==> src/rtl/bdeq_pkg.sv <==
package bdeq_pkg;

    localparam int SLOT_COUNT = 7;
    localparam int PIN_W      = 5;
    localparam int TICKS_W    = 7;
    localparam int CODE_W     = 4;
    localparam int CFG_IDX_W  = 3;

    localparam logic [CFG_IDX_W-1:0] CFG_DEBOUNCE   = 3'd7;
    localparam logic [TICKS_W-1:0]   DEBOUNCE_RESET = 7'd70;
    localparam logic [2:0]           SLOT_TRIG_R    = 3'd5;
    localparam logic [2:0]           SLOT_TRIG_L    = 3'd6;
    localparam logic [CODE_W-1:0]    CODE_NONE      = 4'd0;
    localparam logic [CODE_W-1:0]    CODE_TRIG_R    = 4'd11;
    localparam logic [CODE_W-1:0]    CODE_TRIG_L    = 4'd12;
    localparam logic [CODE_W-1:0]    CODE_MAX       = 4'd12;

    typedef enum logic [1:0] {
        CMD_EDGE = 2'd0,
        CMD_TICK = 2'd1,
        CMD_POP  = 2'd2
    } t_cmd;

    typedef struct packed {
        t_cmd                    cmd;
        logic [PIN_W-1:0]        pin_number;
        logic [SLOT_COUNT-1:0]   pin_levels;
    } t_item;

    typedef struct packed {
        logic [CODE_W-1:0] event_code;
        logic              queue_full;
        logic              queue_empty;
    } t_result;

    typedef struct packed {
        logic full;
        logic empty;
    } t_q_status;

    typedef struct packed {
        logic              valid;
        logic [CODE_W-1:0] code;
    } t_push;

    function automatic logic [CODE_W-1:0] code_for(input logic [2:0] slot, input logic level);
        logic [CODE_W-1:0] code;
        if (slot == SLOT_TRIG_R) begin
            code = level ? CODE_NONE : CODE_TRIG_R;
        end else if (slot == SLOT_TRIG_L) begin
            code = level ? CODE_NONE : CODE_TRIG_L;
        end else begin
            code = {slot, 1'b0} + (level ? 4'd2 : 4'd1);
        end
        return code;
    endfunction

endpackage

==> src/rtl/button_debounce_event_queue.sv <==
// an accepted command is registered in r_in_valid and then in r_done, which drives the result strobe
// throughput: one command per cycle, busy stays low
// the queue memory read and the flags are registered with the result
// synchronous active-low reset empties the queue, clears debounce state and
// restores default pin map and debounce ticks; results cannot be stalled
module button_debounce_event_queue #(
    parameter int QUEUE_DEPTH = 16
) (
    input  logic                              i_clk,
    input  logic                              i_rst_n,
    input  logic                              start,
    output logic                              busy,
    input  bdeq_pkg::t_item                   i_item,
    output logic                              o_done,
    output bdeq_pkg::t_result                 o_result,
    input  logic                              i_cfg_valid,
    output logic                              o_cfg_ready,
    input  logic [bdeq_pkg::CFG_IDX_W-1:0]    i_cfg_index,
    input  logic [bdeq_pkg::TICKS_W-1:0]      i_cfg_data
);

    logic                  r_in_valid;
    bdeq_pkg::t_item       r_item;
    logic                  r_done;
    bdeq_pkg::t_q_status   q_status;
    bdeq_pkg::t_push       push;

    assign busy        = 1'b0;
    assign o_cfg_ready = 1'b1;

    always_ff @(posedge i_clk) begin
        r_item <= i_item;
    end

    always_ff @(posedge i_clk) begin
        if (!i_rst_n) begin
            r_in_valid <= 1'b0;
            r_done     <= 1'b0;
        end else begin
            r_in_valid <= start && !busy;
            r_done     <= r_in_valid;
        end
    end

    bdeq_ctrl u_ctrl (
        .i_clk       (i_clk),
        .i_rst_n     (i_rst_n),
        .i_cfg_valid (i_cfg_valid && o_cfg_ready),
        .i_cfg_index (i_cfg_index),
        .i_cfg_data  (i_cfg_data),
        .i_go        (r_in_valid),
        .i_item      (r_item),
        .i_status    (q_status),
        .o_push      (push)
    );

    bdeq_queue #(
        .QUEUE_DEPTH (QUEUE_DEPTH)
    ) u_queue (
        .i_clk    (i_clk),
        .i_rst_n  (i_rst_n),
        .i_pop    (r_in_valid && (r_item.cmd == bdeq_pkg::CMD_POP)),
        .i_push   (push),
        .o_status (q_status),
        .o_result (o_result)
    );

    assign o_done = r_done;

endmodule

==> src/rtl/bdeq_ctrl.sv <==
module bdeq_ctrl (
    input  logic                                i_clk,
    input  logic                                i_rst_n,
    input  logic                                i_cfg_valid,
    input  logic [bdeq_pkg::CFG_IDX_W-1:0]      i_cfg_index,
    input  logic [bdeq_pkg::TICKS_W-1:0]        i_cfg_data,
    input  logic                                i_go,
    input  bdeq_pkg::t_item                     i_item,
    input  bdeq_pkg::t_q_status                 i_status,
    output bdeq_pkg::t_push                     o_push
);

    logic [bdeq_pkg::PIN_W-1:0]   r_slot_pin [bdeq_pkg::SLOT_COUNT];
    logic [bdeq_pkg::TICKS_W-1:0] r_debounce;

    logic [2:0]                   r_slot,   n_slot;
    logic                         r_level,  n_level;
    logic                         r_active, n_active;
    logic [bdeq_pkg::TICKS_W-1:0] r_count,  n_count;

    logic       found;
    logic [2:0] match_slot;

    // lowest matching slot wins
    always_comb begin
        found      = 1'b0;
        match_slot = '0;
        for (int i = bdeq_pkg::SLOT_COUNT - 1; i >= 0; i--) begin
            if (i_item.pin_number == r_slot_pin[i]) begin
                found      = 1'b1;
                match_slot = 3'(i);
            end
        end
    end

    always_comb begin
        n_slot      = r_slot;
        n_level     = r_level;
        n_active    = r_active;
        n_count     = r_count;
        o_push      = '0;
        o_push.code = bdeq_pkg::code_for(r_slot, r_level);
        if (i_go) begin
            unique case (i_item.cmd)
                bdeq_pkg::CMD_EDGE: begin
                    if (!i_status.full && found) begin
                        n_slot   = match_slot;
                        n_level  = i_item.pin_levels[match_slot];
                        n_active = 1'b1;
                        n_count  = r_debounce;
                    end
                end
                bdeq_pkg::CMD_TICK: begin
                    if (r_active) begin
                        if (r_count <= 7'd1) begin
                            n_active     = 1'b0;
                            n_count      = '0;
                            o_push.valid = (i_item.pin_levels[r_slot] == r_level);
                        end else begin
                            n_count = r_count - 7'd1;
                        end
                    end
                end
                default: begin
                end
            endcase
        end
    end

    always_ff @(posedge i_clk) begin
        if (!i_rst_n) begin
            for (int i = 0; i < bdeq_pkg::SLOT_COUNT; i++) begin
                r_slot_pin[i] <= 5'(i);
            end
            r_debounce <= bdeq_pkg::DEBOUNCE_RESET;
        end else if (i_cfg_valid) begin
            if (i_cfg_index == bdeq_pkg::CFG_DEBOUNCE) begin
                r_debounce <= i_cfg_data;
            end else begin
                r_slot_pin[i_cfg_index] <= i_cfg_data[bdeq_pkg::PIN_W-1:0];
            end
        end
    end

    always_ff @(posedge i_clk) begin
        if (!i_rst_n) begin
            r_slot   <= '0;
            r_level  <= 1'b0;
            r_active <= 1'b0;
            r_count  <= '0;
        end else begin
            r_slot   <= n_slot;
            r_level  <= n_level;
            r_active <= n_active;
            r_count  <= n_count;
        end
    end

endmodule

==> src/rtl/bdeq_queue.sv <==
module bdeq_queue #(
    parameter int QUEUE_DEPTH = 16
) (
    input  logic                             i_clk,
    input  logic                             i_rst_n,
    input  logic                             i_pop,
    input  bdeq_pkg::t_push                  i_push,
    output bdeq_pkg::t_q_status              o_status,
    output bdeq_pkg::t_result                o_result
);

    localparam int PTR_W = $clog2(QUEUE_DEPTH);
    localparam logic [PTR_W-1:0] PTR_LAST = PTR_W'(QUEUE_DEPTH - 1);

    logic [bdeq_pkg::CODE_W-1:0] mem [QUEUE_DEPTH];

    logic [PTR_W-1:0] r_rd, n_rd;
    logic [PTR_W-1:0] r_wr, n_wr;
    logic             r_full, r_empty;
    logic [bdeq_pkg::CODE_W-1:0] r_code;
    logic             push_ok, pop_ok;

    function automatic logic [PTR_W-1:0] next_ptr(input logic [PTR_W-1:0] p);
        return (p == PTR_LAST) ? '0 : p + 1'b1;
    endfunction

    assign o_status.full  = (next_ptr(r_wr) == r_rd);
    assign o_status.empty = (r_rd == r_wr);

    assign push_ok = i_push.valid && !o_status.full;
    assign pop_ok  = i_pop && !o_status.empty;

    assign n_wr = push_ok ? next_ptr(r_wr) : r_wr;
    assign n_rd = pop_ok  ? next_ptr(r_rd) : r_rd;

    always_ff @(posedge i_clk) begin
        if (push_ok) begin
            mem[r_wr] <= i_push.code;
        end
    end

    always_ff @(posedge i_clk) begin
        if (pop_ok) begin
            r_code <= mem[r_rd];
        end else begin
            r_code <= bdeq_pkg::CODE_NONE;
        end
    end

    always_ff @(posedge i_clk) begin
        if (!i_rst_n) begin
            r_rd    <= '0;
            r_wr    <= '0;
            r_full  <= 1'b0;
            r_empty <= 1'b1;
        end else begin
            r_rd    <= n_rd;
            r_wr    <= n_wr;
            r_full  <= (next_ptr(n_wr) == n_rd);
            r_empty <= (n_rd == n_wr);
        end
    end

    assign o_result.event_code  = r_code;
    assign o_result.queue_full  = r_full;
    assign o_result.queue_empty = r_empty;

endmodule

==> config.mk <==
export PLATFORM = sky130hd
export DESIGN_NAME = button_debounce_event_queue
export DESIGN_NICKNAME = d
export VERILOG_FILES = /design/src/rtl/bdeq_pkg.sv /design/src/rtl/button_debounce_event_queue.sv /design/src/rtl/bdeq_ctrl.sv /design/src/rtl/bdeq_queue.sv
export SDC_FILE = /design/constraint.sdc
export NUM_CORES = 1
export LEC_CHECK = 0
export BUFFER_PORTS_ARGS = -buffer_cell sky130_fd_sc_hd__buf_2
export CAP_MARGIN = 10
export CORE_ASPECT_RATIO = 1.25
export CORE_MARGIN = 2
export CORE_UTILIZATION = 55
export DETAILED_ROUTE_END_ITERATION = 6
export GPL_TIMING_DRIVEN = 0
export PLACE_DENSITY = 0.82
export SLEW_MARGIN = 20
export SYNTH_ARGS = -nofsm -noshare
export SYNTH_HDL_FRONTEND = slang
export SYNTH_SLANG_ARGS = --single-unit
==> constraint.sdc <==
create_clock -name i_clk -period 2.7 [get_ports i_clk]
set_input_delay 0.27 -clock i_clk [delete_from_list [all_inputs] [get_ports i_clk]]
set_output_delay 0.27 -clock i_clk [all_outputs]
set_load 0.03 [all_outputs]
### Yosys cells after proc, flatten, opt, wreduce, memory -nomap -nowiden

Memory sizes are Yosys's and may differ from the RTL's. A register that Yosys moved wholly into a read port is not among the register bits.
Index checks and enable logic that the tools add are counted.

| operators by class | value |
|---|---|
| add/sub/neg operators | 5 |
| multiplexer cells | 50 |
| order comparisons | 3 |
| eq/ne operators | 22 |
| reductions and logical operators | 14 |

Operator list:

| cell | number |
|---|---|
| $mux 4 | 9 |
| $eq 5x5->1 | 7 |
| $mux 1 | 24 |
| $mux 3 | 8 |
| $mux 7 | 3 |
| $eq 4x4->1 | 4 |
| $pmux 7 s2 | 1 |
| $add 4x1->4 const B | 3 |
| $eq 4x4->1 const B | 3 |
| $eq 3x3->1 const B | 3 |
| $lt 3x4->1 const B | 2 |
| $le 7x1->1 const B | 1 |
| $sub 7x1->7 const B | 1 |
| $bmux 1 s3 | 2 |
| $reduce_and 3->1 | 2 |
| $mux 5 | 1 |
| $reduce_or 5->1 | 1 |
| $add 4x4->4 | 1 |
| $logic_and 1x1->1 | 4 |
| $ne 2x1->1 const B | 2 |
| $reduce_and 4->1 | 1 |
| $logic_not 1->1 | 3 |
| $eq 2x1->1 const B | 1 |
| $eq 2x2->1 const B | 1 |
| other kinds (6) | 6 |

| storage, ports and cells | value |
|---|---|
| register bits after elaboration | 45 |
| output and inout bits | 9 |
| input port bits | 28 |
| logic and storage cells | 110 |
| RAM bits | 99 |
| memories kept | 2 |

Memories:

| memory | words | width | read ports | clocked after Yosys merged registers in | write ports | RTL line | text |
|---|---|---|---|---|---|---|---|
| u_queue.mem | 16 | 4 | 1 | 1 | 1 | bdeq_queue.sv:15 | `logic [bdeq_pkg::CODE_W-1:0] mem [QUEUE_DEPTH];` |
| u_ctrl.r_slot_pin | 7 | 5 | 7 | 0 | 7 | bdeq_ctrl.sv:13 | `logic [bdeq_pkg::PIN_W-1:0] r_slot_pin [bdeq_pkg::SLOT_COUNT];` |

### Logic depth before layout (Yosys ltp)

| logic depth | value |
|---|---|
| depth after elaboration | 12 |
| gate-level depth with buffers | 11 |
| depth with buffers taken out | 9 |

### Hierarchy

From an unflattened synthesis, not the netlist that was laid out.

| unflattened totals | value |
|---|---|
| cell total of the unflattened synthesis | 556 |
| area total of the unflattened synthesis | 6916.6 µm² |

Modules (own cells, without submodules):

| module | times used | cells an instance | sequential area each (µm²) | area each (µm²) |
|---|---|---|---|---|
| bdeq_queue | 1 | 211 | 2202.1 | 3502.1 |
| bdeq_ctrl | 1 | 322 | 1381.3 | 3050.4 |
| button_debounce_event_queue | 1 | 23 | 320.3 | 364.1 |

### Worst setup path after synthesis

Ideal clock, no wire load.

| timing path | value |
|---|---|
| path kind | flip-flop to flip-flop |
| start | register u_ctrl.r_slot[0] |
| end | register u_queue.r_full |
| path buffers | 0 |
| path slack | 27 ps |
| arrival | 2551 ps |
| stages on the path, launching flop included | 9 |
| data required time | 2578 ps |
| period minus slack after synthesis | 2673 ps |
| library setup time | 122 ps |
| cell sequence | dfxtp_1 and2b_4 a22o_1 or4b_4 a22oi_4 mux2_4 xnor2_2 and4b_1 o311a_1 |

| on the way | value |
|---|---|
| longest elaborated chain between the ends | 12 |
| elaborated cells between the ends (all ways) | 13 |
| those cells by class | add/sub (1); eq/ne (3); mux (8); reduce/logical (1) |

Ends and longest elaborated chain:

| element | RTL line | text |
|---|---|---|
| start: declaration | bdeq_ctrl.sv:16 | `logic [2:0] r_slot, n_slot;` |
| start signal: assignment | bdeq_ctrl.sv:92 | `r_slot <= n_slot;` |
| $bmux 1 s3 (*) | bdeq_ctrl.sv:58 | `o_push.valid = (i_item.pin_levels[r_slot] == r_level);` |
| $mux 1 (not written as such) (*) | bdeq_ctrl.sv:58 |  |
| $eq 1x1->1 (*) | bdeq_ctrl.sv:58 |  |
| $mux 1 (*) | bdeq_ctrl.sv:55 | `if (r_count <= 7'd1) begin` |
| $mux 1 (*) | bdeq_ctrl.sv:54 | `if (r_active) begin` |
| $mux 1 (*) | bdeq_ctrl.sv:44 | `unique case (i_item.cmd)` |
| $mux 1 (*) | bdeq_ctrl.sv:43 | `if (i_go) begin` |
| $logic_and 1x1->1 (*) | bdeq_queue.sv:30 | `assign push_ok = i_push.valid && !o_status.full;` |
| $mux 4 (*) | bdeq_queue.sv:33 | `assign n_wr = push_ok ? next_ptr(r_wr) : r_wr;` |
| $add 4x1->4 / $eq 4x4->1 (equally long branches) | bdeq_queue.sv:24 | `return (p == PTR_LAST) ? '0 : p + 1'b1;` |
| $mux 4 (*) | bdeq_queue.sv:24 |  |
| $eq 4x4->1 (*) | bdeq_queue.sv:59 | `r_full <= (next_ptr(n_wr) == n_rd);` |
| end signal: assignment | bdeq_queue.sv:59 |  |
| end: declaration | bdeq_queue.sv:19 | `logic r_full, r_empty;` |

Mark *: on every way between the ends. The rest lies on a longest branch, timed or not. The select of a mux whose other input is x is not followed.
A chain may end at the register's enable or synchronous reset.

### Worst setup path after layout

| timing path | value |
|---|---|
| start | register u_ctrl.r_count[3] (netlist name) |
| end | register u_queue.r_full |

| on the way | value |
|---|---|
| longest elaborated chain between the ends | 10 |
| elaborated cells between the ends (all ways) | 11 |
| those cells by class | add/sub (1); order compare (1); eq/ne (2); mux (6); reduce/logical (1) |

Ends and longest elaborated chain:

| element | RTL line | text |
|---|---|---|
| start: declaration | bdeq_ctrl.sv:19 | `logic [bdeq_pkg::TICKS_W-1:0] r_count, n_count;` |
| start signal: assignment | bdeq_ctrl.sv:95 | `r_count <= n_count;` |
| $le 7x1->1 (*) | bdeq_ctrl.sv:55 |  |
| $mux 1 (*) | bdeq_ctrl.sv:55 |  |
| $mux 1 (*) | bdeq_ctrl.sv:54 |  |
| $mux 1 (*) | bdeq_ctrl.sv:44 |  |
| $mux 1 (*) | bdeq_ctrl.sv:43 |  |
| $logic_and 1x1->1 (*) | bdeq_queue.sv:30 |  |
| $mux 4 (*) | bdeq_queue.sv:33 |  |
| $add 4x1->4 / $eq 4x4->1 (equally long branches) | bdeq_queue.sv:24 |  |
| $mux 4 (*) | bdeq_queue.sv:24 |  |
| $eq 4x4->1 (*) | bdeq_queue.sv:59 |  |

Mark *: on every way between the ends. The rest lies on a longest branch, timed or not.

==> results.toml <==
[cells_and_area]
area_delta_synth_final_pct = 20.3
final_common_cell = "edfxtp_1"
most-common-layout-cells = "edfxtp_1 (94), nor2_1 (49), nand2_1 (49), dfxtp_1 (42), buf_2 (33)"
final_cell_area_um2 = 8270
drive_above_1_share_pct = 26.4
nets = 669
diodes = 0

[logic_synthesis]
netlist.area_leader.share_pct = 41.1
synthXorXnorAreaFrac_pct = 6.72
synth_top_family_by_area = "simple AND/OR/NAND/NOR gates"
synth.avg_cell_area_um2 = 12.2
ys.flop_type = "edfxtp_1"
synth_edf_count = 94
muxShareOfSynthArea_pct = 10.0
synthAdderAreaFrac_pct = 1.64
yosys.area_share.simple_pct = 14.9
ys_seq_area_share_pct = 56.8
synthTopCellsByArea = "edfxtp_1 (41%), dfxtp_1 (16%), mux4_2 (6.6%)"
ys_ff_latch = 148
ys.warnings.count = 0
syn_inst = 564
synth.cell_area_um2 = 6880
syn_nets = 601
ys_types = 67
synth_area_leader_cell = "edfxtp_1"
synthArstFlopShare_pct = 0
synth_compound_area_share_pct = 6.21

[sta]
min_period_ns = 2.83
layout_setup_ws_ns = -0.133
rsz0062_at_grt = "yes"
max_freq_mhz = 353
period_share_pct = 105
finalSetupViolCount = 6
finalClockSkew_ns = 0.00755
hold_violations = 0
max_slew_margin_pct = 46.6
maxSlewViolCount = 0
tightest_slew_ns = 0.802

[placement]
portBuffers = 33
dpl_cell_area_um2 = 7250
hpwl_um = 10200
finalWeightedCongestion = 0.842
pre_cts_ws_ns = -0.518

[detailed_routing]
wl_per_cell_um = 18.8
dr.first_iter.drc_count = 289
vias_per_cell = 5.71
drc_errors = 0
drtPass1Iterations = 5
ant_nets = 0
drt-total-wl_um = 15200
via_count = 4618

[floorplanning]
die_w_um = 104
ios = 37
fp.dieArea_um2 = 13400
dieHeight_um = 129
initial_core_util_pct = 56.5
num_rows = 45
core_area_um2 = 12200

[global_routing]
grt-ovfl-total = 0
grt_use_total_pct = 23.4
grt_antenna_before_repair = 0
grt_max_degree = 17
grt_pass1_vias = 4747
grt_first_pass_wirelength_um = 23700

[clocking]
path_clk_slew_ns = 0.06
insertion_delay_ns = 0.42
cts_sinks = 148
cts_inserted_buffers = 17
ctsRootBufferMaster = "clkbuf_16"
cts_tree = "built"
cts_buffer_depth = 2
htreeDepth = 4

[power_and_ir_drop]
p_leak_nw = 2.93
total_power_w = 0.00493
irDropWorstVdd_v = 0.000443
power_density_nw_per_um2 = 596

[worst_setup_path]
arrival_ns = 3.14
worstPathMaxFanout = 3
worst_setup_path_start_kind = "register"
crit_required_ns = 3.00
critPathKind = "reg -> reg"
crit_path_end_kind = "register"

[outcome]
outcome = "complete, but fails checks"
violations = "setup timing"

[worst_hold_path]
hold_class = "in -> reg"

[flow_run]
maxCapViolations = 0
==> state kept, by name, indices dropped and copies added, names as in the netlist, 3 cells and up <==
name	cells
u_queue.mem	64
u_ctrl.r_slot_pin	35
r_item	14
u_ctrl.r_count	7
u_ctrl.r_debounce	7
u_queue.r_code	4
u_queue.r_rd	4
u_queue.r_wr	4
u_ctrl.r_slot	3
==> Yosys cell counts, drive strengths merged, types with 6 or more instances <==
cell type and n:
edfxtp 94, nor2 60, dfxtp 54, nand2 52
xnor2 26, xor2 25, nor3 21, mux4 20
mux2i 19, buf 17, a21oi 16, inv 16
nand3 16, clkbuf 14, nor2b 13, and2 9
ha 9, o21ai 9, nand2b 7, a211oi 6
nor4 6
==> metal layers <==
metal / part of all wire, % / global-route usage [%] / up-vias / wire (µm)
met5: 0 / 0 / - / 0
met4: 3.2 / 10.6 / 0 / 491
met3: 4.9 / 5.27 / 42 / 746
met2: 57 / 46.0 / 171 / 8580
met1: 35 / 23.3 / 2247 / 5360
li1: - / - / 2158 / -
==> where the power goes <==
part | internal [W] | leakage [nW] | switching (W)
clock network | 0.00129 | 0.264 | 0.000903
logic | 0.000115 | 1.32 | 0.000138
registers | 0.00244 | 1.35 | 0.0000436
total | 0.00384 | 2.93 | 0.00109
==> cell families (layout without fill, tap and decap cells) <==
| kind of cell | Yosys count | after routing |
|---|---|---|
| buffers and inverters | 48 | 129 |
| AND/OR/NAND/NOR | 208 | 208 |
| flip-flops | 148 | 148 |
| adder cells (fa/ha/maj) | 9 | 9 |
| AO/OA/AOI/OAI | 55 | 55 |
| XOR/XNOR | 51 | 51 |
| other | 2 | 2 |
| multiplexers | 43 | 43 |
==> final cells by class <==
cell class / count / area [µm²]
Sequential cell: 148 / 3930
Clock inverter: 12 / 106
Fill cell: 857 / 3890
Tap cell: 164 / 205
Buffer: 24 / 163
Multi-Input combinational cell: 368 / 2970
Clock buffer: 20 / 447
Timing Repair Buffer: 56 / 385
Inverter: 17 / 63.8
==> metrics by stage <==
step | cells | utilization [%] | hold slack [ns] | setup TNS [ns]
finish | 809 | 68.0 | 0.0586 | -0.200
global route | 809 | 68.0 | 0.0626 | -1.92
CTS | 805 | 66.6 | 0.0484 | -0.128
detailed placement | 762 | 59.6 | 0.374 | -17.87
global placement | 761 | 59.6 | 0.373 | -8.95
floorplan | 564 | - | 0.298 | 0
==> worst paths after layout <==
| kind | cells after the start | start | slack (ns) | endpoint |
|---|---|---|---|---|
| max | 9 | u_ctrl.r_count[3]$_SDFFE_PN0P_ | -0.13 | u_queue.r_full$_SDFF_PN0_ |
| min | 3 | i_cfg_data[6] | 0.06 | u_ctrl.r_debounce[6]$_SDFFE_PN1P_ |
| max reg2reg | 9 | u_ctrl.r_count[3]$_SDFFE_PN0P_ | -0.13 | u_queue.r_full$_SDFF_PN0_ |
| min reg2reg | 2 | u_ctrl.r_debounce[0]$_SDFFE_PN0P_ | 0.47 | u_ctrl.r_debounce[0]$_SDFFE_PN0P_ |
==> worst max-delay path, cell delays in order, from the launching register on <==
cell	delay, ns
dfxtp_4	0.35
nor4_4	0.32
o2111a_2	0.29
or4b_4	0.51
a22oi_4	0.23
buf_12	0.16
mux2i_4	0.26
xor2_1	0.19
nor3_1	0.06
o311a_1	0.36
==> repair_timing <==
| item | CTS | global route |
|---|---|---|
| hold buffers | 14 | 0 |
| setup buffers | 4 | 4 |
| cloned | 0 | 0 |
| pin swaps | 11 | 12 |
| hold endpoints to repair | 14 | 0 |
| gates resized for setup | 36 | 34 |
| setup endpoints to repair | 77 | 67 |
No activity file was read; power rests on OpenSTA's default activity.
